<file path="config.mk">
export PLATFORM = sky130hd
export DESIGN_NAME = tiny_cpu_execute_unit_top
export DESIGN_NICKNAME = d
export VERILOG_FILES = /design/src/rtl/core/tce_pkg.sv /design/src/rtl/core/tiny_cpu_execute_unit_top.sv /design/src/rtl/core/tce_ram.sv
export SDC_FILE = /design/constraint.sdc
export NUM_CORES = 1
export LEC_CHECK = 0
export ABC_AREA = 1
export BUFFER_PORTS_ARGS = -buffer_cell sky130_fd_sc_hd__clkbuf_2
export CAP_MARGIN = 20
export CORE_MARGIN = 3
export CORE_UTILIZATION = 61
export DETAILED_ROUTE_END_ITERATION = 7
export PLACE_DENSITY = 0.79
export SLEW_MARGIN = 20
export SYNTH_ARGS = -nofsm -noshare
export SYNTH_HDL_FRONTEND = slang
export SYNTH_HIERARCHICAL = 1
export SYNTH_SLANG_ARGS = --single-unit
</file>
<file path="constraint.sdc">
create_clock -name clk -period 14.2 [get_ports clk]
set_input_delay 1.42 -clock clk [delete_from_list [all_inputs] [get_ports clk]]
set_output_delay 1.42 -clock clk [all_outputs]
set_load 0.005 [all_outputs]
</file>
<file path="src/rtl/core/tce_pkg.sv">
// ----------------------------------------------------------------------------
// tce_pkg
// Shared widths, opcodes and helpers for the tiny CPU execute unit.
// ----------------------------------------------------------------------------
`default_nettype none

package tce_pkg;

    localparam int unsigned WORD_W   = 16;
    localparam int unsigned NUM_REGS = 8;
    localparam int unsigned REG_IDX_W = 3;
    localparam int unsigned IMM_W    = 6;
    localparam int unsigned OP_W     = 4;

    typedef logic [WORD_W-1:0]    word_t;
    typedef logic [REG_IDX_W-1:0] reg_idx_t;
    typedef logic [OP_W-1:0]      opcode_t;

    // Instruction opcodes
    localparam opcode_t OP_HALT = 4'h0;
    localparam opcode_t OP_ADD  = 4'h1;
    localparam opcode_t OP_AND  = 4'h2;
    localparam opcode_t OP_NOT  = 4'h3;
    localparam opcode_t OP_JZ   = 4'h4;
    localparam opcode_t OP_JMP  = 4'h5;
    localparam opcode_t OP_LDI  = 4'h6;
    localparam opcode_t OP_MUL  = 4'h7;
    localparam opcode_t OP_SUBI = 4'h8;

    // Condition flags after a register write
    typedef struct packed {
        logic zero;
        logic negative;
        logic positive;
    } flags_t;

    localparam flags_t FLAGS_RESET = '{zero: 1'b1, negative: 1'b0, positive: 1'b0};

    // Derive the one-hot flag set from a written value
    function automatic flags_t flags_of(input word_t v);
        flags_t f;
        f.zero     = (v == '0);
        f.negative = !f.zero && v[WORD_W-1];
        f.positive = !f.zero && !v[WORD_W-1];
        return f;
    endfunction

endpackage

`default_nettype wire

</file>
<file path="src/rtl/core/tiny_cpu_execute_unit_top.sv">
// ----------------------------------------------------------------------------
// tiny_cpu_execute_unit_top
// An accepted instruction beat is held in the input stage, then executed into the registered result stage.
// Throughput: one instruction per cycle; the register file RAM is read at
// accept, the execute stage (adder, one 16x16 multiplier) retires unless stalled.
// Reset: registers read as zero, PC zero, zero flag set, not halted; no
// clearing pass, the block accepts beats right after reset.
// ----------------------------------------------------------------------------
`default_nettype none

module tiny_cpu_execute_unit_top (
    input  wire logic        clk,
    input  wire logic        rst_n,
    input  wire logic        instr_valid,
    output logic             instr_ready,
    input  wire logic [15:0] instr_word,
    output logic             result_valid,
    input  wire logic        result_ready,
    output logic      [15:0] instr_pc,
    output logic      [15:0] next_pc,
    output logic             halted,
    output logic             reg_written,
    output logic      [2:0]  reg_index,
    output logic      [15:0] reg_value,
    output logic             flag_zero,
    output logic             flag_negative,
    output logic             flag_positive
);

    // ------------------------------------------------------------------
    // Handshake control
    // ------------------------------------------------------------------
    logic in_fire;
    logic exec_fire;
    logic ivalid_reg;
    logic ovalid_reg;

    assign exec_fire   = ivalid_reg && (!ovalid_reg || result_ready);
    assign instr_ready = !ivalid_reg || exec_fire;
    assign in_fire     = instr_valid && instr_ready;

    // ------------------------------------------------------------------
    // Architectural state
    // ------------------------------------------------------------------
    tce_pkg::word_t                   pc_reg;
    tce_pkg::flags_t                  flags_reg;
    logic                             halt_reg;
    logic [tce_pkg::NUM_REGS-1:0]     rvld_reg;

    // Write port of the execute stage
    logic              wr_en;
    tce_pkg::reg_idx_t wr_idx;
    tce_pkg::word_t    wr_val;

    // ------------------------------------------------------------------
    // Input stage: instruction and operand bypass info captured at accept
    // ------------------------------------------------------------------
    tce_pkg::word_t    instr_reg;
    logic              a_byp_reg;
    logic              b_byp_reg;
    logic              a_vld_reg;
    logic              b_vld_reg;
    tce_pkg::word_t    byp_val_reg;

    tce_pkg::reg_idx_t rd_in;
    tce_pkg::reg_idx_t rs_in;

    assign rd_in = instr_word[11:9];
    assign rs_in = instr_word[8:6];

    always_ff @(posedge clk or negedge rst_n)
    begin
        if (!rst_n)
        begin
            ivalid_reg <= 1'b0;
        end
        else if (in_fire)
        begin
            ivalid_reg <= 1'b1;
        end
        else if (exec_fire)
        begin
            ivalid_reg <= 1'b0;
        end
    end

    // Hold the beat; forward the write that lands on the same edge
    always_ff @(posedge clk)
    begin
        if (in_fire)
        begin
            instr_reg   <= instr_word;
            a_byp_reg   <= wr_en && (wr_idx == rd_in);
            b_byp_reg   <= wr_en && (wr_idx == rs_in);
            a_vld_reg   <= rvld_reg[rd_in];
            b_vld_reg   <= rvld_reg[rs_in];
            byp_val_reg <= wr_val;
        end
    end

    // ------------------------------------------------------------------
    // Register file
    // ------------------------------------------------------------------
    tce_pkg::word_t ram_a;
    tce_pkg::word_t ram_b;

    tce_ram #(
        .WIDTH (tce_pkg::WORD_W),
        .DEPTH (tce_pkg::NUM_REGS)
    ) u_regfile (
        .clk       (clk),
        .wr_en     (wr_en),
        .wr_addr   (wr_idx),
        .wr_data   (wr_val),
        .rd_en     (in_fire),
        .rd_addr_a (rd_in),
        .rd_addr_b (rs_in),
        .rd_data_a (ram_a),
        .rd_data_b (ram_b)
    );

    // Track which entries were ever written; others read as zero
    always_ff @(posedge clk or negedge rst_n)
    begin
        if (!rst_n)
        begin
            rvld_reg <= '0;
        end
        else if (wr_en)
        begin
            rvld_reg[wr_idx] <= 1'b1;
        end
    end

    // ------------------------------------------------------------------
    // Execute
    // ------------------------------------------------------------------
    tce_pkg::opcode_t op;
    tce_pkg::word_t   opa;
    tce_pkg::word_t   opb;
    tce_pkg::word_t   imm;
    tce_pkg::word_t   pc1;
    logic [2*tce_pkg::WORD_W-1:0] prod;

    tce_pkg::word_t   pc_next;
    logic             halt_next;
    logic             wrote;
    tce_pkg::word_t   res;
    tce_pkg::flags_t  flags_next;

    assign op   = instr_reg[15:12];
    assign imm  = {{(tce_pkg::WORD_W-tce_pkg::IMM_W){1'b0}}, instr_reg[tce_pkg::IMM_W-1:0]};
    assign opa  = a_byp_reg ? byp_val_reg : (a_vld_reg ? ram_a : '0);
    assign opb  = b_byp_reg ? byp_val_reg : (b_vld_reg ? ram_b : '0);
    assign pc1  = pc_reg + 16'd1;
    assign prod = opa * opb;

    // Decode and compute one instruction
    always_comb
    begin
        pc_next   = pc_reg;
        halt_next = halt_reg;
        wrote     = 1'b0;
        res       = '0;
        if (!halt_reg)
        begin
            pc_next = pc1;
            unique case (op)
                tce_pkg::OP_HALT: halt_next = 1'b1;
                tce_pkg::OP_ADD:
                begin
                    res   = opa + opb;
                    wrote = 1'b1;
                end
                tce_pkg::OP_AND:
                begin
                    res   = opa & opb;
                    wrote = 1'b1;
                end
                tce_pkg::OP_NOT:
                begin
                    res   = ~opb;
                    wrote = 1'b1;
                end
                tce_pkg::OP_JZ:
                begin
                    if (opa == '0)
                    begin
                        pc_next = pc1 + imm;
                    end
                end
                tce_pkg::OP_JMP: pc_next = opa;
                tce_pkg::OP_LDI:
                begin
                    res   = imm;
                    wrote = 1'b1;
                end
                tce_pkg::OP_MUL:
                begin
                    res   = prod[tce_pkg::WORD_W-1:0];
                    wrote = 1'b1;
                end
                tce_pkg::OP_SUBI:
                begin
                    res   = opa - imm;
                    wrote = 1'b1;
                end
                default: pc_next = pc1;
            endcase
        end
        flags_next = wrote ? tce_pkg::flags_of(res) : flags_reg;
    end

    assign wr_en  = exec_fire && wrote;
    assign wr_idx = instr_reg[11:9];
    assign wr_val = res;

    // Advance architectural state
    always_ff @(posedge clk or negedge rst_n)
    begin
        if (!rst_n)
        begin
            pc_reg    <= '0;
            flags_reg <= tce_pkg::FLAGS_RESET;
            halt_reg  <= 1'b0;
        end
        else if (exec_fire)
        begin
            pc_reg    <= pc_next;
            flags_reg <= flags_next;
            halt_reg  <= halt_next;
        end
    end

    // ------------------------------------------------------------------
    // Result stage
    // ------------------------------------------------------------------
    tce_pkg::word_t    instr_pc_reg;
    tce_pkg::word_t    next_pc_reg;
    logic              halted_reg;
    logic              reg_written_reg;
    tce_pkg::reg_idx_t reg_index_reg;
    tce_pkg::word_t    reg_value_reg;
    tce_pkg::flags_t   oflags_reg;

    always_ff @(posedge clk or negedge rst_n)
    begin
        if (!rst_n)
        begin
            ovalid_reg <= 1'b0;
        end
        else if (exec_fire)
        begin
            ovalid_reg <= 1'b1;
        end
        else if (result_ready)
        begin
            ovalid_reg <= 1'b0;
        end
    end

    // Load the result beat
    always_ff @(posedge clk)
    begin
        if (exec_fire)
        begin
            instr_pc_reg    <= pc_reg;
            next_pc_reg     <= pc_next;
            halted_reg      <= halt_next;
            reg_written_reg <= wrote;
            reg_index_reg   <= wrote ? wr_idx : '0;
            reg_value_reg   <= wrote ? res : '0;
            oflags_reg      <= flags_next;
        end
    end

    assign result_valid  = ovalid_reg;
    assign instr_pc      = instr_pc_reg;
    assign next_pc       = next_pc_reg;
    assign halted        = halted_reg;
    assign reg_written   = reg_written_reg;
    assign reg_index     = reg_index_reg;
    assign reg_value     = reg_value_reg;
    assign flag_zero     = oflags_reg.zero;
    assign flag_negative = oflags_reg.negative;
    assign flag_positive = oflags_reg.positive;

endmodule

`default_nettype wire

</file>
<file path="src/rtl/core/tce_ram.sv">
// ----------------------------------------------------------------------------
// tce_ram
// Generic RAM: one write port, two read ports with registered read data.
// ----------------------------------------------------------------------------
`default_nettype none

module tce_ram #(
    parameter int unsigned WIDTH = 16,
    parameter int unsigned DEPTH = 8
) (
    input  wire logic                     clk,
    input  wire logic                     wr_en,
    input  wire logic [$clog2(DEPTH)-1:0] wr_addr,
    input  wire logic [WIDTH-1:0]         wr_data,
    input  wire logic                     rd_en,
    input  wire logic [$clog2(DEPTH)-1:0] rd_addr_a,
    input  wire logic [$clog2(DEPTH)-1:0] rd_addr_b,
    output logic      [WIDTH-1:0]         rd_data_a,
    output logic      [WIDTH-1:0]         rd_data_b
);

    logic [WIDTH-1:0] mem_reg [DEPTH];

    // Write one entry; read two entries, old data on a same-address collision
    always_ff @(posedge clk)
    begin
        if (wr_en)
        begin
            mem_reg[wr_addr] <= wr_data;
        end
        if (rd_en)
        begin
            rd_data_a <= mem_reg[rd_addr_a];
            rd_data_b <= mem_reg[rd_addr_b];
        end
    end

endmodule

`default_nettype wire
</file>
==> results.yml, run 1 <==
floorplanning:
  die_h_um: 186.3
  die_area_um2: 34690
  num_rows: 65
  io_pins: 78
  start_util_pct: 62.33
  die_x_um: 186.3
  core_um2: 31800
layout:
  drive_gt1_share_pct: 8.275
  n_antenna_cell: 0
  final_cell_mix: "nand2_1 (820), inv_1 (438), edfxtp_1 (249)"
  finalNonFillerCells: 2985
  syn2layout_area_growth_pct: 7.594
  ff_latch_area_um2: 8229
  layout.nets: 2700
  final.fill_count: 2615
  layout_commonest_cell: "nand2_1"
  multi_input_area_um2: 9348
  largest_reg_flops: 128
detailed_routing:
  vias: 17180
  drt_iter0_drc: 1894
  drc: 0
  wl_um: 58220
  routedWlPerCell_um: 19.50
  first_pass_iters: 6
  antenna_left: 0
  via_per_inst: 5.754
sta:
  slew_viol_final: 0
  finalHoldViolCount: 0
  finalCriticalPeriod_ps: 7357
  rsz0062_at_grt: "false"
  clock.fmax_mhz: 135.9
  max-slew-margin-rel_pct: 18.68
  worst_pin_slew_ps: 1214
  finClkSkew_ps: 15.54
  fin_crit_sh_pct: 51.81
  setup_viol: 0
  fin_tns_setup_ps: 0
synthesis:
  synth_edf_count: 249
  syn-num-nets: 2652
  synth_cells: 2480
  synth.avg_cell_area_um2: 7.993
  ys_types: 55
  ys_warn_count: 6
  synthFlopType: "edfxtp_1"
  synth-seq-cells: 279
  synth_top_area_share_pct: 37.72
  synth_top_area_cell: "edfxtp_1"
  async_reset_ff_share_pct: 10.75
  ys_top_cells_by_area: "edfxtp_1 (38%), nand2_1 (16%), inv_1 (8.3%)"
  synth_area_um2: 19820
  ys_seq_area_share_pct: 41.52
clocking:
  ctsHoldBuffers: 0
  cts_tree: "built"
  htree_levels: 1
  clk_pin_slew_ps: 60
  cts.sinks: 279
  cts_resized: 0
  cts_root_buf: "clkbuf_16"
  cts_buffer_depth: 3
  insertion_delay_ps: 580
  post_cts_buffers: 0
  cts_made_buffers: 29
flow_run:
  cap_violations: 0
global_routing:
  first_global_vias: 16230
  track_usage_pct: 33.24
  grt_pass1_wl_um: 88460
  antenna_found_initial: 0
  gr-total-overflow: 0
  grt_max_degree: 73
hold_path:
  hp-class: "flip-flop to flip-flop"
pwr:
  p_leak_nw: 10.67
  power.density_nw_per_um2: 125.2
  ir_drop_mv: 0.1202
setup_path:
  required_ps: 14540
  path_max_fanout: 19
  arrival_ps: 7700
  path_common_cell: "nand2_1"
  crit_path_max_incr_delay_ps: 650
  critPathSlowestCell: "edfxtp_1"
  crit_type: "flip-flop to flip-flop"
  cp-end-kind: "flip-flop"
  critPathLaunchType: "flip-flop"
placed_design:
  portBuffers: 77
  placed_cells: 2932
  dp_hpwl_um: 41430
  place_congestion: 1.012
outcome:
  status: "completed"
==> through the flow <==
step | instance area, µm² | hold WS [ps] | power, mW | worst slack (ps) | util (%)
floorplan | 19820 | 424.9 | 1.673 | 8126 | -
global placement | 20410 | 432.5 | 1.916 | 7108 | 64.18
detailed placement | 20410 | 444.7 | 1.940 | 6987 | 64.18
CTS | 21320 | 458.6 | 2.665 | 6955 | 67.04
global route | 21330 | 470.9 | 2.836 | 6354 | 67.07
finish | 21330 | 455.6 | 2.671 | 6843 | 67.07
==> layout make-up <==
| type | count | area share (%) |
|---|---|---|
| Clock buffer | 39 | 3.720 |
| Tap cell | 435 | 2.552 |
| Clock inverter | 14 | 0.5456 |
| Multi-Input combinational cell | 1658 | 43.83 |
| Inverter | 458 | 8.079 |
| Sequential cell | 279 | 38.59 |
| Timing Repair Buffer | 102 | 2.687 |
==> final timing paths <==
check / end / slack (ps) / cells past startpoint / startpoint
min in group asynchronous: pc_reg[8]$_DFFE_PN0P_ / 930 / 1 / rst_n
max in group asynchronous: rvld_reg[6]$_DFFE_PN0P_ / 12720 / 1 / rst_n
worst max register to register: flag_positive$_DFFE_PP_ / 6840 / 33 / b_byp_reg$_DFFE_PP_
worst min-delay path: instr_pc[6]$_DFFE_PP_ / 460 / 0 / pc_reg[6]$_DFFE_PN0P_
worst max-delay path: flag_positive$_DFFE_PP_ / 6840 / 33 / b_byp_reg$_DFFE_PP_
worst min register to register: instr_pc[6]$_DFFE_PP_ / 460 / 0 / pc_reg[6]$_DFFE_PN0P_
==> metal layers <==
layer	up-vias	share of wire (%)	track usage (%)
met4	0	5.5	16.71
met1	8050	39	42.60
met3	217	8.6	5.659
li1	7959	-	-
met5	-	0	0
met2	951	47	54.97
==> kinds of logic (layout without fill, tap and decap cells) <==
kind of cell / Yosys count / in the layout / share of synthesized area, %
AOI/OAI and AO/OA: 211 / 211 / 6.672
xor gates and xnor gates: 23 / 23 / 1.016
adders and majority gates: 152 / 152 / 12.70
buffers and inverters: 543 / 613 / 11.36
DFF: 279 / 279 / 41.52
and+or+nand+nor: 1272 / 1272 / 26.74
==> Yosys cell counts (6+ instances only) <==
cell type / n
nand2_1: 820
inv_1: 439
edfxtp_1: 249
nand3_1: 220
nor2_1: 155
fa_1: 82
ha_1: 70
o21ai_0: 66
a21oi_1: 54
dfrtp_1: 29
buf_2: 28
clkbuf_1: 26
buf_6: 18
xor2_1: 18
inv_2: 17
nand4_1: 17
nand2_2: 13
nor3_1: 13
o21ai_1: 12
a31oi_1: 11
buf_4: 11
o211ai_1: 9
o221ai_1: 8
a32oi_1: 7
nand3_2: 7
o21ai_2: 7
a22oi_1: 6
nand3b_1: 6
==> where the power goes <==
| part | internal, mW | leakage, nW | switching [mW] |
|---|---|---|---|
| clock | 0.411 | 0.445 | 0.314 |
| combinational | 0.306 | 7.16 | 0.607 |
| sequential | 0.982 | 3.07 | 0.0512 |
| total | 1.70 | 10.7 | 0.972 |
==> critical path: cells and delay by family, from the launching register on <==
| family | cells | cell delay (ps) |
|---|---|---|
| AO/OA/AOI/OAI | 4 | 630 |
| buffers and inverters | 5 | 800 |
| flip-flops | 1 | 650 |
| adder cells (fa/ha/maj) | 7 | 3190 |
| AND/OR/NAND/NOR | 17 | 1850 |
No activity file was read; power rests on OpenSTA's default activity.
==> run 2, diff against run 1 <==
ABC_AREA = 0   (was 1)
CORE_UTILIZATION = 57   (was 61)
PLACE_DENSITY = 0.77   (was 0.79)
clock period = 6.4 ns   (was 14.2 ns; I/O delays follow)
==> run 2 against run 1 <==
  * The flow now finishes with violations (negative setup slack)
  * Sequential share of layout area fell by 1.6 points
  * Critical path depth fell by 9
  * Fmax is 7.6% higher
  * First-iteration DRC count is 32% lower
  * Critical path type unchanged
==> results.yml, run 2 <==
outcome:
  status: "finished, violations left"
  violations: "negative setup slack"
floorplanning:
  die_x_um: 186.7
  io_pins: 78
  start_util_pct: 58.35
  core_um2: 31880
  num_rows: 65
  die_area_um2: 34840
  die_h_um: 186.7
sta:
  setup_viol: 36
  slew_viol_final: 0
  finClkSkew_ps: 46.25
  clock.fmax_mhz: 146.3
  worst_pin_slew_ps: 1088
  worst_slack_ps: -436.5
  rsz0062_at_grt: "true"
  fin_crit_sh_pct: 106.8
  finalCriticalPeriod_ps: 6837
  whs_ps: 161.9
  max-slew-margin-rel_pct: 27.48
  finalHoldViolCount: 0
setup_path:
  arrival_ps: 7140
  critPathSlowestCell: "fa_1"
  path_common_cell: "fa_1"
  cp-end-kind: "flip-flop"
  path_buf_inv: 6
  required_ps: 6700
  critPathLaunchType: "flip-flop"
  path_max_fanout: 11
  crit_path_max_incr_delay_ps: 520
  crit_path_cell_trace: "buf_6, a22oi_2, buf_6, nor2_4, fa_1, inv_2, fa_1, inv_1, ha_2, fa_1, fa_1, inv_1, fa_1, inv_1, ha_2, or4_4, nand4_1, a21boi_1, or2_4, a21o_1, a21o_1, mux2i_1, a221o_2, mux2_4"
  crit_type: "flip-flop to flip-flop"
  cp_top_family: "adder cells"
pwr:
  power.density_nw_per_um2: 308.3
  p_leak_nw: 9.166
  power.total_mw: 6.869
  ir_drop_mv: 0.3140
detailed_routing:
  wl_met2_um: 25930
  drc: 0
  wl_um: 52890
  routed.top_layer: "met4"
  vias: 13930
  drt_iter0_drc: 1281
  antenna_left: 0
  via_per_inst: 6.159
  wl_met1_um: 20520
  routedWlPerCell_um: 23.39
  first_pass_iters: 7
  met3_length_um: 3996
global_routing:
  first_global_vias: 14290
  grt_max_degree: 71
  gr-total-overflow: 0
  grt_pass1_wl_um: 80340
  track_usage_pct: 29.64
  antenna_found_initial: 0
placed_design:
  portBuffers: 77
  place_congestion: 1.045
  pre_cts_ws_ps: -759.4
  placed_cells: 2180
  dp_hpwl_um: 37410
  post_dp_cell_area_um2: 20610
layout:
  syn2layout_area_growth_pct: 19.75
  final_cell_mix: "edfxtp_1 (249), buf_4 (179), inv_1 (148)"
  largest_reg_flops: 128
  layout.nets: 1977
  drive_gt1_share_pct: 27.38
  n_antenna_cell: 0
  design_area_um2: 22280
  layout_commonest_cell: "edfxtp_1"
  finalNonFillerCells: 2261
hold_path:
  hp-class: "input port to async pin"
clocking:
  cts_made_buffers: 28
  cts_root_buf: "clkbuf_16"
  ctsHoldBuffers: 0
  clk_pin_slew_ps: 60
  cts_tree: "built"
  insertion_delay_ps: 580
  cts.sinks: 279
  cts_buffer_depth: 3
  htree_levels: 1
synthesis:
  ys_warn_count: 6
  synth_top_area_cell: "edfxtp_1"
  synth.avg_cell_area_um2: 11.86
  synth_cells: 1568
  synthFlopType: "edfxtp_1"
  async_reset_ff_share_pct: 10.75
  ys_types: 78
  synth_edf_count: 249
  synth-seq-cells: 279
  ys_seq_area_share_pct: 44.24
  ys_top_cells_by_area: "edfxtp_1 (40%), fa_1 (8.8%), mux4_1 (7.9%)"
  synth_area_um2: 18600
  yosys-top-cells-count: "edfxtp_1 (249), inv_1 (156), nor2_1 (144), nand2_1 (138), fa_1 (82)"
  syn-num-nets: 1740
  synth_most_common_cell: "edfxtp_1"
  synth_top_area_share_pct: 40.19
flow_run:
  cap_violations: 0
-- run 2: final timing paths --
path,from,cells after the start,slack [ps],to
hold / removal,rst_n,1,160,rvld_reg[3]$_DFFE_PN0P_
hold reg to reg,rvld_reg[4]$_DFFE_PN0P_,1,500,rvld_reg[4]$_DFFE_PN0P_
max in group asynchronous,rst_n,1,5710,rvld_reg[4]$_DFFE_PN0P_
setup / recovery,a_byp_reg$_DFFE_PP_,24,-440,flag_negative$_DFFE_PP_
min in group clk,instr_word[14],1,260,instr_reg[14]$_DFFE_PP_
setup reg to reg,a_byp_reg$_DFFE_PP_,24,-440,flag_negative$_DFFE_PP_
-- run 2: cell type report --
type                       count  area [µm²]
tap                          435       544.3
timing repair buffer         280        2019
clock buffer                  33       729.5
inverter                     160       614.3
sequential                   279        8229
timing repair inverter         2       15.01
fill                        2219        9603
multi-input combinational   1054        9898
clock inverter                18       227.7
-- run 2: power breakdown --
| part | switching (mW) | internal (mW) | total, mW |
|---|---|---|---|
| logic | 1.57 | 1.27 | 2.84 |
| clock network | 0.701 | 0.983 | 1.68 |
| registers | 0.127 | 2.22 | 2.35 |
-- run 2: through the flow --
| step | TNS [ps] | util (%) |
|---|---|---|
| CTS | -4428 | 69.20 |
| floorplan | -345.2 | - |
| finish | -7079 | 69.88 |
| detailed placement | -14210 | 64.65 |
| global placement | -8214 | 64.65 |
| global route | -12500 | 69.88 |
-- run 2: metal layers --
metal	track usage [%]	vias up
met5	0	-
met4	12.59	0
met3	5.241	177
met2	50.40	629
met1	37.75	6939
li1	-	6181
-- run 2: cell families (layout without fill, tap and decap cells) --
| kind of cell | after synthesis | count (layout) | synth area share [%] |
|---|---|---|---|
| AOI/OAI and AO/OA | 270 | 270 | 9.800 |
| xor gates and xnor gates | 82 | 82 | 4.015 |
| adders and majority gates | 155 | 155 | 13.71 |
| buffers and inverters | 235 | 493 | 5.179 |
| DFF | 279 | 279 | 44.24 |
| muxes | 123 | 123 | 12.61 |
| and+or+nand+nor | 424 | 424 | 10.45 |
-- run 2: what timing repair did --
| item | 4_1_cts | 5_1_grt |
|---|---|---|
| cloned | 2 | 1 |
| gates resized for setup | 74 | 46 |
| pin swaps | 26 | 18 |
| setup buffers | 24 | 11 |
| endpoints found under the setup margin | 54 | 56 |
